==> src/rtl/sptt_pkg.sv <==
`default_nettype none
package sptt_pkg;
    localparam int MaxTerms = 32;
    localparam int IdxW = $clog2(MaxTerms);
    localparam int CntW = $clog2(MaxTerms + 1);
    localparam int OutCntW = 6;

    typedef enum logic [1:0] {
        CMD_ADD    = 2'd0,
        CMD_REMOVE = 2'd1,
        CMD_CLEAR  = 2'd2,
        CMD_EVAL   = 2'd3
    } t_cmd;

    typedef enum logic [1:0] {
        ST_OK       = 2'd0,
        ST_NOTFOUND = 2'd1,
        ST_FULL     = 2'd2,
        ST_OVF      = 2'd3
    } t_status;

    localparam logic signed [31:0] QOne = 32'sh0001_0000;

    typedef struct packed {
        logic signed [31:0] y;
        logic               ovf;
    } t_arith_res;

    function automatic t_arith_res clamp64(input logic signed [63:0] v);
        t_arith_res r;
        r.ovf = 1'b0;
        r.y = v[31:0];
        if (v > 64'sh0000_0000_7FFF_FFFF) begin
            r.ovf = 1'b1;
            r.y = 32'sh7FFF_FFFF;
        end else if (v < -64'sh0000_0000_8000_0000) begin
            r.ovf = 1'b1;
            r.y = -32'sh8000_0000;
        end
        return r;
    endfunction
endpackage
`default_nettype wire

==> src/rtl/sptt_mul.sv <==
`default_nettype none
// shared q16.16 multiplier, registered product then registered clamp
module sptt_mul (
    input  wire logic               i_clk,
    input  wire logic signed [31:0] i_a,
    input  wire logic signed [31:0] i_b,
    output sptt_pkg::t_arith_res    o_res
);
    logic signed [63:0] r_prod;

    always_ff @(posedge i_clk) begin
        r_prod <= i_a * i_b;
        o_res  <= sptt_pkg::clamp64(r_prod >>> 16);
    end
endmodule
`default_nettype wire

==> config.mk <==
export PLATFORM = sky130hd
export DESIGN_NAME = sptt_mul
export DESIGN_NICKNAME = d
export VERILOG_FILES = /design/src/rtl/sptt_pkg.sv /design/src/rtl/sptt_mul.sv
export SDC_FILE = /design/constraint.sdc
export NUM_CORES = 2
export LEC_CHECK = 0
export BUFFER_PORTS_ARGS = -buffer_cell sky130_fd_sc_hd__buf_4
export CAP_MARGIN = 0
export CORE_MARGIN = 3
export CORE_UTILIZATION = 43
export CTS_CLUSTER_DIAMETER = 80
export DETAILED_ROUTE_END_ITERATION = 10
export GPL_ROUTABILITY_DRIVEN = 0
export SLEW_MARGIN = 20
export SYNTH_ARGS = -nofsm -noshare
export SYNTH_HDL_FRONTEND = slang
export SYNTH_SLANG_ARGS = --single-unit
==> constraint.sdc <==
create_clock -name i_clk -period 8.7 [get_ports i_clk]
set_input_delay 1.305 -clock i_clk [delete_from_list [all_inputs] [get_ports i_clk]]
set_output_delay 1.305 -clock i_clk [all_outputs]
set_load 0.02 [all_outputs]
* Yosys cells after proc, flatten, opt, wreduce, memory -nomap -nowiden
Index checks and enable logic that the tools add are counted.
** Cells by class
- Add/sub/neg operators :: 0
- Multipliers :: 1
- Div/mod/pow operators :: 0
- Order comparisons :: 2
- Eq/ne operators :: 0
- Shift-type cells :: 0
- Muxes and demuxes :: 1
- Bitwise gates (word level) :: 0
- Reduce and logical (&&, ||, !) cells :: 0
** Operators by type and width (number)
- 32-bit by 32-bit multiplier with 64-bit output :: 1
- 48-bit by 32-bit > comparator with 1-bit output, second input constant :: 1
- 48-bit by 32-bit < comparator with 1-bit output, second input constant :: 1
- 33-bit 2-to-1 mux :: 1
** Word-level totals
- Register bits :: 97
- Bits in latches :: 0
- Bits in writable memories :: 0
- Memory bits (read-only) :: 0
- Input bits :: 65
- Output and inout port bits :: 33
- Memories :: 0

* Logic depth before layout (Yosys ltp)
- Depth in word-level cells :: 2
- Gate-level depth with buffers :: 28
- Mapped depth without buffers :: 26

* Least setup slack after synthesis
Ideal clock, no wire load.
- Kind :: input to register
- Start :: input i_b[2]
- End :: register r_prod[62]
- Library setup time :: 118 ps
- Arrival time :: 8467 ps
- Data required time :: 8582 ps
- Path slack :: 115 ps
- Stages :: 25
- Path buffers :: 2
- Cell sequence :: clkbuf_1 > nand2_1 > inv_1 > fa_1 > fa_1 > fa_1 > fa_1 > inv_1 > fa_1 > inv_1 > fa_1 > inv_1 > fa_1 > inv_1 > fa_1 > ha_1 > buf_2 > nand3_1 > nor4_1 > nand2_1 > o22ai_1 > nor3b_1 > o21ai_0 > a21oi_1 > xnor2_1
** Between the ends
- Longest elaborated chain between the ends :: 1
** Ends and longest elaborated chain
- from (decl) :: RTL line sptt_mul.sv:6 : input wire logic signed [31:0] i_b,
- 32-bit by 32-bit multiplier with 64-bit output :: RTL line sptt_mul.sv:12 : r_prod <= i_a * i_b;
- to (signal assigned) :: RTL line sptt_mul.sv:12
- to (decl) :: RTL line sptt_mul.sv:9 : logic signed [63:0] r_prod;
No other way between the ends.
A chain may end at the register's enable or synchronous reset.

* Final worst setup path
- Start :: input i_b[8]
- End :: register r_prod[47]
Same word-level chain as after synthesis.

==> results_dict.tcl <==
set metrics [dict create \
    status "finished, final reports clean" \
    htree_levels 3 \
    drive_above_1_share_pct 6.07 \
    dr.pass1.iters 5 \
    final.min_clock_period_ns 8.32 \
    cts_root_buf "clkbuf_16" \
    cp.arrival_ns 8.59 \
    syn_to_final_growth_pct 6.47 \
    synth_commonest_cells "fa_1 (1,081), inv_1 (975), and2_1 (511)" \
    clock_path_buffers 2 \
    syn-instance-count 3974 \
    numCtsBuffers 9 \
    synth_most_common_cell "fa_1" \
    r2r_slack_ns 7.14 \
    cap_violations 0 \
    initial_core_util_pct 43.6 \
    grt_overflow 0 \
    finalHoldViolCount 0 \
    grt_usage_pct 23.5 \
    worstSetupEndpointType "flip-flop" \
    n_fill_cell 8440 \
    clock-skew-final_ns 0.0137 \
    synth_top_cell_by_area "fa_1" \
    dp_hpwl_mm 85.2 \
    crit_path_start_kind "input pin" \
    setup-tns-final_ns 0 \
    placedCellCount 5109 \
    drtIter0Drc 1208 \
    cts_resized 0 \
    cts_tree "yes" \
    required_ns 8.97 \
    wl_per_cell_um 19.7 \
    syn_area_per_cell_um2 9.56 \
    final_net_count 5291 \
    synth.top_cell.area_share_pct 57.0 \
    highest_layer "met4" \
    cp_max_fo 32 \
    wl_met1_mm 38.4 \
    drv_slew 0 \
    holdWs_ns 0.405 \
    layout.cells.non_filler 5130 \
    port_buffers 97 \
    async_flop_share_pct 0 \
    wl_met2_mm 55.2 \
    synth_fp_nets 5300 \
    grt_pass1_vias 30200 \
    clk_latency_ns 0.34 \
    max_freq_ghz 0.120 \
    remaining_drc_errors 0 \
    ios 98 \
    fp.dieW_um 303 \
    hold_class "flip-flop to flip-flop" \
    vias_per_cell 5.06 \
    dieArea_mm2 0.0919 \
    antenna_left 0 \
    rows 108 \
    synthesis.area_mm2 0.0380 \
    synth_cell_types 73 \
    die_y_um 303 \
    met3_length_mm 3.05 \
    ctsHoldBuffers 0 \
    fin_crit_sh_pct 95.6 \
    cts_setup_buffers 0 \
    yosysWarnings 0 \
    slew_headroom_pct 58.8 \
    grt_pass1_wl_mm 166 \
    core_area_mm2 0.0872 \
    antenna_found_initial 4 \
    worst_slew_pin_slew_ns 0.617 \
    synth_ff_type "dfxtp_1" \
    rsz0062_at_grt "false" \
    grt_max_degree 33 \
    crit_type "input pin to flip-flop" \
    ys_seq_area_share_pct 4.27 \
    ys_ff_latch 81 \
    synth_edf_count 0 \
    vias 26000 \
    yosys-top-cells-area "fa_1 (57%), inv_1 (9.6%), and2_1 (8.4%)" \
    path_clk_slew_ns 0.07 \
    clock_sinks 81 \
    wl_mm 101 \
    setup_viol_count_final 0 \
]
-- layer usage --
layer | global-route usage, % | up-vias
met5 | 0 | -
met4 | 8.50 | 0
met3 | 1.54 | 202
met2 | 44.8 | 589
met1 | 27.6 | 13800
li1 | - | 11300
-- worst paths after layout --
kind	start	endpoint	depth (start not counted)
min	r_prod[63]$_DFF_P_	o_res[32]$_SDFF_PN0_	0
max	i_b[8]	r_prod[47]$_DFF_P_	24
max reg2reg	r_prod[59]$_DFF_P_	o_res[3]$_SDFF_PN1_	4
min reg2reg	r_prod[63]$_DFF_P_	o_res[32]$_SDFF_PN0_	0
-- layout by cell type (no fill, tap or decap), drive strengths merged, types with 51 or more instances in the layout --
cell type,synthesis,final
a21o,70,70
a21oi,56,56
and2,511,511
buf,10,201
dfxtp,81,81
fa,1081,1081
ha,180,180
inv,975,975
nand2,509,509
nor2,51,51
-- kinds of logic (layout without fill, tap and decap cells) --
family,after synthesis,count (layout),share of synthesized area (%)
buffers and inverters,1196,1191,11.9
DFF,81,81,4.27
AOI/OAI and AO/OA,223,223,4.16
muxes,2,2,0.0527
other,0,6,0
xor gates and xnor gates,63,63,1.45
and+or+nand+nor,1148,1148,15.3
adders and majority gates,1261,1261,62.9
-- flip-flops by register name (all words and copies together), names as in the netlist --
register / flops
o_res: 33
r_prod: 48
-- layout make-up --
type,instances,area (um2),area share (%)
clock inverter,5,81.3,0.201
clock buffer,10,229,0.566
tap,1155,1450,3.57
inverter,975,3660,9.05
multi-input combinational,2697,31900,78.8
timing repair buffer,201,1520,3.76
sequential,81,1620,4.01
antenna,6,15.0,0.0371
-- through the flow --
step	utilization (%)	instance area (um2)	setup WS [ns]
2_1_floorplan	-	38000	0.115
3_3_place_gp	46.0	40100	0.137
3_5_place_dp	46.0	40100	0.122
4_1_cts	46.4	40400	0.471
5_1_grt	46.4	40400	0.0779
6_report	46.4	40400	0.380
-- worst max-delay path, stage by stage --
cell and delay [ns]:
buf_4 0.36, nand2_1 0.15, fa_1 0.55, inv_1 0.05, fa_1 0.46, fa_1 0.50, inv_1 0.06, fa_1 0.47
inv_1 0.06, fa_1 0.48, fa_1 0.51, fa_1 0.52, inv_1 0.06, fa_1 0.52, inv_1 0.06, ha_1 0.45
nand2_1 0.15, or4_1 0.55, nor4_1 0.25, o21ai_1 0.15, nand3_1 0.27, a311oi_1 0.20, o31ai_1 0.28, xnor2_1 0.16
Power is not shown: default switching activity piles up to over one toggle a cycle in this logic, so the estimate is an artifact.
